`config.mk`:
```
export PLATFORM = sky130hd
export DESIGN_NAME = sync_record_deframe_reorder
export DESIGN_NICKNAME = d
export VERILOG_FILES = /design/src/hdl/srd_pkg.sv /design/src/hdl/srd_ram.sv /design/src/hdl/sync_record_deframe_reorder.sv
export SDC_FILE = /design/constraint.sdc
export NUM_CORES = 1
export LEC_CHECK = 0
export ABC_AREA = 1
export BUFFER_PORTS_ARGS = -buffer_cell sky130_fd_sc_hd__buf_2
export CAP_MARGIN = 20
export CORE_MARGIN = 2
export CORE_UTILIZATION = 50
export CTS_CLUSTER_DIAMETER = 60
export DETAILED_ROUTE_END_ITERATION = 6
export GPL_TIMING_DRIVEN = 1
export HOLD_SLACK_MARGIN = 0.02
export PLACE_DENSITY = 0.74
export REMOVE_ABC_BUFFERS = 1
export SLEW_MARGIN = 40
export SYNTH_ARGS = -nofsm -noshare
export SYNTH_HDL_FRONTEND = slang
export SYNTH_SLANG_ARGS = --single-unit
```
`constraint.sdc`:
```
create_clock -name i_clk -period 10 [get_ports i_clk]
set_input_delay 3 -clock i_clk [delete_from_list [all_inputs] [get_ports i_clk]]
set_output_delay 3 -clock i_clk [all_outputs]
set_load 0.01 [all_outputs]
```
`src/hdl/srd_pkg.sv`:
```
// Shared constants, tables and helpers for the record deframer.
package srd_pkg;

    localparam int unsigned HEADER_WORDS    = 4;
    localparam int unsigned HEAD_SHIFT      = 3;

    localparam logic [15:0] SYNC_DS         = 16'd17491;
    localparam logic [15:0] KEY_SHORT       = 16'd21040;
    localparam logic [15:0] KEY_LONG        = 16'd21041;
    localparam logic [15:0] OUT_MARK        = 16'd17492;
    localparam logic [15:0] RANGE_LO        = 16'd32;
    localparam logic [15:0] RANGE_HI        = 16'd4080;
    localparam logic [6:0]  NUM_HEADS_RESET = 7'd16;

    // One-based source positions of the reordered data words
    localparam logic [6:0] PERM36 [36] = '{
        7'd29, 7'd35, 7'd17, 7'd19, 7'd1,  7'd7,  7'd33, 7'd25, 7'd21,
        7'd15, 7'd11, 7'd5,  7'd31, 7'd27, 7'd23, 7'd13, 7'd9,  7'd3,
        7'd32, 7'd28, 7'd24, 7'd14, 7'd10, 7'd6,  7'd34, 7'd26, 7'd22,
        7'd16, 7'd12, 7'd4,  7'd30, 7'd36, 7'd18, 7'd20, 7'd2,  7'd8};

    localparam logic [6:0] PERM72 [72] = '{
        7'd63, 7'd71, 7'd59, 7'd60, 7'd72, 7'd64, 7'd67, 7'd55, 7'd51,
        7'd52, 7'd56, 7'd68, 7'd39, 7'd47, 7'd43, 7'd44, 7'd48, 7'd40,
        7'd35, 7'd27, 7'd31, 7'd32, 7'd28, 7'd36, 7'd7,  7'd19, 7'd23,
        7'd24, 7'd20, 7'd8,  7'd11, 7'd15, 7'd3,  7'd16, 7'd4,  7'd12,
        7'd61, 7'd69, 7'd57, 7'd58, 7'd70, 7'd62, 7'd65, 7'd53, 7'd49,
        7'd50, 7'd54, 7'd66, 7'd37, 7'd45, 7'd41, 7'd42, 7'd46, 7'd38,
        7'd33, 7'd25, 7'd29, 7'd30, 7'd26, 7'd34, 7'd5,  7'd17, 7'd21,
        7'd22, 7'd18, 7'd6,  7'd9,  7'd13, 7'd1,  7'd14, 7'd2,  7'd10};

    typedef enum logic [1:0] {
        ST_COLLECT = 2'b01,
        ST_EMIT    = 2'b10
    } t_state;

    function automatic logic [15:0] swap16(input logic [15:0] w);
        return {w[7:0], w[15:8]};
    endfunction

    // Zero-based data index placed at output data position i
    function automatic logic [6:0] perm_src(input logic [6:0] i, input logic long_rec);
        logic [6:0] s;
        if (long_rec && i < 7'd72) begin
            s = PERM72[i] - 7'd1;
        end else if (i < 7'd36) begin
            s = PERM36[i[5:0]] - 7'd1;
        end else begin
            s = i;
        end
        return s;
    endfunction

endpackage

```
`src/hdl/srd_ram.sv`:
```
// Generic single-port-write, single-port-read RAM with registered read.
module srd_ram #(
    parameter int WIDTH = 16,
    parameter int DEPTH = 36
) (
    input  logic                     i_clk,
    input  logic                     i_wr_en,
    input  logic [$clog2(DEPTH)-1:0] i_wr_addr,
    input  logic [WIDTH-1:0]         i_wr_data,
    input  logic                     i_rd_en,
    input  logic [$clog2(DEPTH)-1:0] i_rd_addr,
    output logic [WIDTH-1:0]         o_rd_data
);

    logic [WIDTH-1:0] r_mem [DEPTH];
    logic [WIDTH-1:0] r_rd_data;

    always_ff @(posedge i_clk) begin
        if (i_wr_en) begin
            r_mem[i_wr_addr] <= i_wr_data;
        end
        if (i_rd_en) begin
            r_rd_data <= r_mem[i_rd_addr];
        end
    end

    assign o_rd_data = r_rd_data;

endmodule

```
`src/hdl/sync_record_deframe_reorder.sv`:
```
// Top level: sync hunt, record capture into RAM, reordered record emission.
//
//  channel  | handshake                   | payload
//  ---------+-----------------------------+--------------------------------------
//  input    | i_word_valid / o_word_ready | i_word
//  output   | o_out_valid / i_out_ready   | o_out_word, o_head_index,
//           |                             | o_last_word, o_accepted_count
//  config   | i_cfg_wr_en                 | i_cfg_wr_data (num_heads)
//
// Words are taken one per cycle while hunting and while a record is captured.
// An accepted record is then read back from the data RAM in permuted order,
// one word per cycle while the output is not stalled, HEADER_WORDS+DATA_WORDS
// words through the registered RAM read; input is held off during that readback.
// Output stalls freeze the readback pipeline and the RAM read register.
// Reset is synchronous, active low; the RAM contents are not cleared.
module sync_record_deframe_reorder
    import srd_pkg::*;
#(
    parameter int DATA_WORDS = 36,
    parameter int MAX_HEADS  = 64
) (
    input  logic        i_clk,
    input  logic        i_rst_n,
    input  logic        i_cfg_wr_en,
    input  logic [6:0]  i_cfg_wr_data,
    input  logic        i_word_valid,
    output logic        o_word_ready,
    input  logic [15:0] i_word,
    output logic        o_out_valid,
    input  logic        i_out_ready,
    output logic [15:0] o_out_word,
    output logic [5:0]  o_head_index,
    output logic        o_last_word,
    output logic [31:0] o_accepted_count
);

    localparam int TOTAL = HEADER_WORDS + DATA_WORDS;
    localparam int PW    = $clog2(TOTAL + 1);
    localparam int AW    = $clog2(DATA_WORDS);
    localparam logic [15:0] KEY = (DATA_WORDS == 72) ? KEY_LONG : KEY_SHORT;
    localparam logic [PW-1:0] LAST_POS = PW'(TOTAL - 1);
    localparam logic [PW-1:0] TOTAL_P  = PW'(TOTAL);
    localparam logic [PW-1:0] HDR_P    = PW'(HEADER_WORDS);
    localparam logic [6:0]    LIM_MAX  = 7'(MAX_HEADS);

    t_state         r_state, n_state;
    logic [6:0]     r_num_heads;
    logic [PW-1:0]  r_phase, n_phase;
    logic           r_hunting, n_hunting;
    logic           r_sync_ok, n_sync_ok;
    logic [15:0]    r_head_word, n_head_word;
    logic           r_range_err, n_range_err;
    logic [31:0]    r_count, n_count;
    logic [5:0]     r_head, n_head;

    logic [PW-1:0]  r_k, n_k;
    logic           r_s1_valid, n_s1_valid;
    logic [PW-1:0]  r_s1_k, n_s1_k;
    logic           r_out_valid, n_out_valid;
    logic [15:0]    r_out_word;
    logic [5:0]     r_out_head;
    logic           r_out_last;
    logic [31:0]    r_out_count;

    logic           in_fire;
    logic           advance;
    logic [15:0]    sw;
    logic           word_bad;
    logic           err_now;
    logic [12:0]    quot;
    logic [12:0]    head_full;
    logic [6:0]     lim;
    logic           rec_ok;

    logic           ram_we;
    logic [PW-1:0]  wr_off;
    logic           ram_re;
    logic [PW-1:0]  rd_off;
    logic [6:0]     src_full;
    logic [AW-1:0]  rd_addr;
    logic [15:0]    ram_dout;
    logic [15:0]    s1_word;

    assign o_word_ready = (r_state == ST_COLLECT);
    assign in_fire      = i_word_valid && o_word_ready;
    assign advance      = !r_out_valid || i_out_ready;

    assign sw        = swap16(i_word);
    assign word_bad  = (sw < RANGE_LO) || (sw > RANGE_HI);
    assign err_now   = r_range_err || word_bad;
    assign quot      = r_head_word[15:HEAD_SHIFT];
    assign head_full = quot - 13'd1;
    assign lim       = (r_num_heads > LIM_MAX) ? LIM_MAX : r_num_heads;
    assign rec_ok    = (quot != 13'd0) && !err_now && (head_full < {6'd0, lim});

    assign wr_off   = r_phase - HDR_P;
    assign ram_we   = in_fire && !r_hunting && (r_phase >= HDR_P);

    assign rd_off   = r_k - HDR_P;
    assign src_full = perm_src(7'(rd_off), DATA_WORDS == 72);
    assign rd_addr  = (src_full < 7'(DATA_WORDS)) ? src_full[AW-1:0] : '0;
    assign ram_re   = (r_state == ST_EMIT) && advance && (r_k < TOTAL_P);

    srd_ram #(
        .WIDTH (16),
        .DEPTH (DATA_WORDS)
    ) u_data_ram (
        .i_clk     (i_clk),
        .i_wr_en   (ram_we),
        .i_wr_addr (wr_off[AW-1:0]),
        .i_wr_data (i_word),
        .i_rd_en   (ram_re),
        .i_rd_addr (rd_addr),
        .o_rd_data (ram_dout)
    );

    always_comb begin
        if (r_s1_k == '0) begin
            s1_word = OUT_MARK;
        end else if (r_s1_k < HDR_P) begin
            s1_word = 16'd0;
        end else begin
            s1_word = swap16(ram_dout);
        end
    end

    // Next-state logic: hunt for the sync group, fill the data RAM, then sequence the readback
    always_comb begin
        n_phase     = r_phase;
        n_hunting   = r_hunting;
        n_sync_ok   = r_sync_ok;
        n_head_word = r_head_word;
        n_range_err = r_range_err;
        n_count     = r_count;
        n_head      = r_head;
        n_state     = r_state;
        n_k         = r_k;
        n_s1_valid  = r_s1_valid;
        n_s1_k      = r_s1_k;
        n_out_valid = r_out_valid;

        if (in_fire) begin
            if (r_hunting) begin
                if (r_phase == PW'(2)) begin
                    n_sync_ok = (sw == SYNC_DS);
                end
                if (r_phase >= PW'(3)) begin
                    n_phase = '0;
                    if (r_sync_ok && sw == KEY) begin
                        n_hunting   = 1'b0;
                        n_range_err = 1'b0;
                    end
                    n_sync_ok = 1'b0;
                end else begin
                    n_phase = r_phase + PW'(1);
                end
            end else begin
                if (r_phase == '0) begin
                    n_head_word = i_word;
                end
                if (r_phase >= HDR_P) begin
                    n_range_err = err_now;
                end
                if (r_phase == LAST_POS) begin
                    // Record complete: decide, and start readback if the record is accepted
                    n_phase   = '0;
                    n_hunting = 1'b1;
                    if (rec_ok) begin
                        n_count    = r_count + 32'd1;
                        n_head     = head_full[5:0];
                        n_state    = ST_EMIT;
                        n_k        = '0;
                        n_s1_valid = 1'b0;
                    end
                end else begin
                    n_phase = r_phase + PW'(1);
                end
            end
        end

        if (advance) begin
            n_out_valid = r_s1_valid;
        end

        if (r_state == ST_EMIT && advance) begin
            if (r_k < TOTAL_P) begin
                n_s1_valid = 1'b1;
                n_s1_k     = r_k;
                n_k        = r_k + PW'(1);
            end else begin
                n_s1_valid = 1'b0;
                n_state    = ST_COLLECT;
            end
        end
    end

    always_ff @(posedge i_clk) begin
        if (!i_rst_n) begin
            r_state     <= ST_COLLECT;
            r_num_heads <= NUM_HEADS_RESET;
            r_phase     <= '0;
            r_hunting   <= 1'b1;
            r_sync_ok   <= 1'b0;
            r_head_word <= 16'd0;
            r_range_err <= 1'b0;
            r_count     <= 32'd0;
            r_k         <= '0;
            r_s1_valid  <= 1'b0;
            r_out_valid <= 1'b0;
        end else begin
            r_state     <= n_state;
            if (i_cfg_wr_en) begin
                r_num_heads <= i_cfg_wr_data;
            end
            r_phase     <= n_phase;
            r_hunting   <= n_hunting;
            r_sync_ok   <= n_sync_ok;
            r_head_word <= n_head_word;
            r_range_err <= n_range_err;
            r_count     <= n_count;
            r_k         <= n_k;
            r_s1_valid  <= n_s1_valid;
            r_out_valid <= n_out_valid;
        end
    end

    // Payload registers: record head, readback stage index and the output word, head, last flag and count
    always_ff @(posedge i_clk) begin
        r_head <= n_head;
        r_s1_k <= n_s1_k;
        if (advance && r_s1_valid) begin
            r_out_word  <= s1_word;
            r_out_head  <= r_head;
            r_out_last  <= (r_s1_k == LAST_POS);
            r_out_count <= r_count;
        end
    end

    assign o_out_valid      = r_out_valid;
    assign o_out_word       = r_out_word;
    assign o_head_index     = r_out_head;
    assign o_last_word      = r_out_last;
    assign o_accepted_count = r_out_count;

    a_s1_only_in_emit: assert property (@(posedge i_clk) disable iff (!i_rst_n)
        r_s1_valid |-> (r_state == ST_EMIT))
        else $error("readback stage holds a word outside readback");

    a_count_on_accept: assert property (@(posedge i_clk) disable iff (!i_rst_n)
        $rose(r_state == ST_EMIT) |-> (r_count == $past(r_count) + 32'd1))
        else $error("accepted count did not advance by one on a new record");

    a_phase_clear_in_emit: assert property (@(posedge i_clk) disable iff (!i_rst_n)
        (r_state == ST_EMIT) |-> (r_phase == '0 && r_hunting))
        else $error("capture state not reset while a record is read back");

    a_no_input_in_emit: assert property (@(posedge i_clk) disable iff (!i_rst_n)
        (r_state == ST_EMIT) |-> !ram_we)
        else $error("data RAM written during readback");

endmodule
```
==> results_dict.tcl <==
set metrics [dict create \
    diodes 0 \
    skew_ns 0.02209 \
    synth_area_leaders "edfxtp_1, nand3_1, inv_1" \
    crit_type "reg2reg" \
    htreeDepth 3 \
    drv_slew 0 \
    syn_area_um2 32100 \
    syn_area_per_cell_um2 10.67 \
    critPathArrivalTime_ns 6.59 \
    post-cts-setup-buffers 0 \
    drt-initial-drc-count 2730 \
    path_clk_slew_ns 0.06 \
    synth-edff-count 659 \
    max_freq_mhz 160.9 \
    synth_cell_types 49 \
    yosysTopAreaCellShare 0.6165 \
    clk_root_buffer_cell "clkbuf_16" \
    yosysWarnings 0 \
    fin_crit_sh 0.6214 \
    grt_max_degree 171 \
    end_kind "flip-flop" \
    synth-seq-cells 730 \
    grt_antenna_before_repair 0 \
    drc_errors 0 \
    rows 92 \
    avgRoutedWirePerCell_um 20.51 \
    numCtsBuffers 76 \
    hold_path.class "reg2reg" \
    post_cts_resized 0 \
    multi_input_area_um2 8503 \
    gr-total-overflow 0 \
    seq_power_share 0.535 \
    clock_latency_ns 0.62 \
    rsz0062_at_grt "no" \
    pwr-share-clk 0.452 \
    nNetsFinal 3133 \
    die_w_um 257.4 \
    dr_total_vias 22878 \
    setup_ws_ns 3.786 \
    status "finished clean" \
    drtPass1Iterations 5 \
    grt_use_total 0.2435 \
    max-cap-violations 0 \
    syn_to_final_growth_pct 11.56 \
    grt_pass1_vias 21640 \
    required_ns 10.38 \
    final.min_clock_period_ns 6.214 \
    finalHoldViolations 0 \
    die_area_um2 66240 \
    cts_hold_buffers 0 \
    power.internal_w 0.004977 \
    utilization 0.5657 \
    power_density_nw_per_um2 173.3 \
    drive_above_1_share 0.09531 \
    clock_sinks 730 \
    routed_wl_mm 81.67 \
    cts_tree "done" \
    ant_nets 0 \
    synth_area_leader_cell "edfxtp_1" \
    cp_max_fo 88 \
    grt_pass1_wl_mm 124.3 \
    ys.flop_type "edfxtp_1" \
    p_leak_nw 13.53 \
    io_pins 85 \
    fillCellCount 5217 \
    port_buffers 84 \
    via_per_inst 5.744 \
    pwr-share-comb 0.013 \
    yosysSeqAreaShare 0.6608 \
    dpl.hpwl_mm 45.40 \
    setup-violations-final 0 \
    p_switching_w 0.001229 \
    cts_buffer_depth 3 \
    dpl_cell_area_um2 33360 \
    fin_area_um2 35810 \
    die_y_um 257.4 \
    relSlewSlack 0.4230 \
    whs_ns 0.4195 \
    worst_pin_slew_ns 0.8655 \
    gp_congestion 0.8899 \
    synthArstFlopShare 0 \
    initial_core_util 0.5070 \
    regArea_um2 21210 \
    setup_tns_ns 0 \
    syn_inst 3008 \
    start_kind "flip-flop" \
    core_um2 63310 \
    dp_slack_ns 3.562 \
    switching_share 0.1980 \
    ir_worst_vdd_mv 0.1586 \
]
-- cell usage in the layout, fill, tap and decap left out, types with 33 or more instances in the layout --
cell type / count
nand3_1: 428
nor3_1: 34
nand4_1: 172
nand2_1: 318
dfxtp_1: 71
buf_4: 65
edfxtp_1: 659
o21bai_1: 33
a21oi_1: 46
buf_2: 84
o21ai_0: 177
nor2_1: 331
clkbuf_16: 78
inv_1: 408
-- synth_stat cells, types with 2 or more instances --
master / instances
o211a_1: 2
xor2_1: 10
buf_4: 8
nand3_2: 2
nand2_1: 318
a211oi_1: 9
xnor2_1: 5
o21ai_0: 177
inv_1: 410
nor3b_1: 4
nor3_1: 34
nand3_1: 428
clkbuf_1: 68
buf_2: 51
inv_2: 8
a21oi_1: 46
nor2_4: 2
o21a_1: 4
nor4_1: 12
o22ai_1: 15
nand3b_1: 3
dfxtp_1: 71
nand2_2: 8
buf_6: 21
o21ai_1: 29
nor3_2: 2
a31oi_1: 2
edfxtp_1: 659
ha_1: 27
or2_2: 3
nand4_1: 172
nor2_2: 4
o21bai_1: 33
buf_1: 14
nor2_1: 333
-- cells by family (layout without fill, tap and decap cells) --
| group | after synthesis | in the layout | share of synthesized area |
|---|---|---|---|
| AO/OA/AOI/OAI | 325 | 325 | 0.05613 |
| XOR/XNOR | 15 | 15 | 0.004093 |
| adder cells (fa/ha/maj) | 27 | 27 | 0.01052 |
| buffers and inverters | 580 | 709 | 0.07566 |
| flip-flops | 730 | 730 | 0.6608 |
| AND/OR/NAND/NOR | 1331 | 1331 | 0.1928 |
-- final cells by class --
class,count,share of cell area
Clock buffer,98,0.05660
Clock inverter,39,0.01167
Inverter,418,0.04413
Multi-Input combinational cell,1698,0.2374
Sequential cell,730,0.5923
Tap cell,846,0.02956
Timing Repair Buffer,154,0.02833
-- power groups by stage --
stage	clock network (W)	registers, W	logic [W]
after CTS	0.00283	0.00332	0.0000804
after global routing	0.00294	0.00332	0.0000892
after detailed placement	0	0.00339	0.0000801
final	0.00280	0.00332	0.0000819
after floorplan	0	0.00339	0.0000208
after global placement	0	0.00339	0.0000782
-- registers in the layout (all words and copies together) (netlist names), 7 cells and up --
register,flops
u_data_ram.r_mem,576
r_num_heads,7
r_head_word,13
o_out_word,16
o_accepted_count,32
u_data_ram.o_rd_data,16
r_count,32
-- metal layers --
metal  wire length, µm  GRT usage  share of wire  vias to the layer above
met5                 0          0              0                        -
met2             38870     0.3938           0.48                     1150
li1                  -          -              -                    10611
met3              8338    0.05033           0.10                      182
met4              2849    0.09425          0.035                        0
met1             31620     0.3242           0.39                    10935
-- worst max-delay path: stages (launching register included) --
cell and delay, ns:
dfxtp_1 0.72, inv_2 0.25, ha_1 0.55, inv_1 0.24
nand3_1 0.13, nand3_1 0.07, nand3_1 0.09, nand2_1 0.09
ha_1 0.21, inv_1 0.07, nor2_2 0.04, nand2_1 0.07
nor2_1 0.10, nand2_8 0.46, nand3b_4 0.54, inv_2 0.81
buf_4 0.56, nand3_1 0.16, nand3_1 0.17, nand3_1 0.33
nand3_1 0.21, nand2_1 0.06
-- per-stage QoR --
stage	std cells	total power [W]
after floorplan	2846	0.003406
after global placement	3844	0.003464
after detailed placement	3846	0.003466
after CTS	3983	0.006231
after global routing	3983	0.006351
final	3983	0.006206
-- worst paths after layout --
check / start / end / slack, ns / cells past startpoint
setup / recovery: r_k[2]$_SDFF_PN0_ / u_data_ram.o_rd_data[0]$_DFFE_PP_ / 3.79 / 21
hold / removal: r_head[5]$_DFFE_PP_ / o_head_index[5]$_DFFE_PP_ / 0.42 / 0
setup reg to reg: r_k[2]$_SDFF_PN0_ / u_data_ram.o_rd_data[0]$_DFFE_PP_ / 3.79 / 21
hold reg to reg: r_head[5]$_DFFE_PP_ / o_head_index[5]$_DFFE_PP_ / 0.42 / 0
Power figures use the tool's default switching activity.
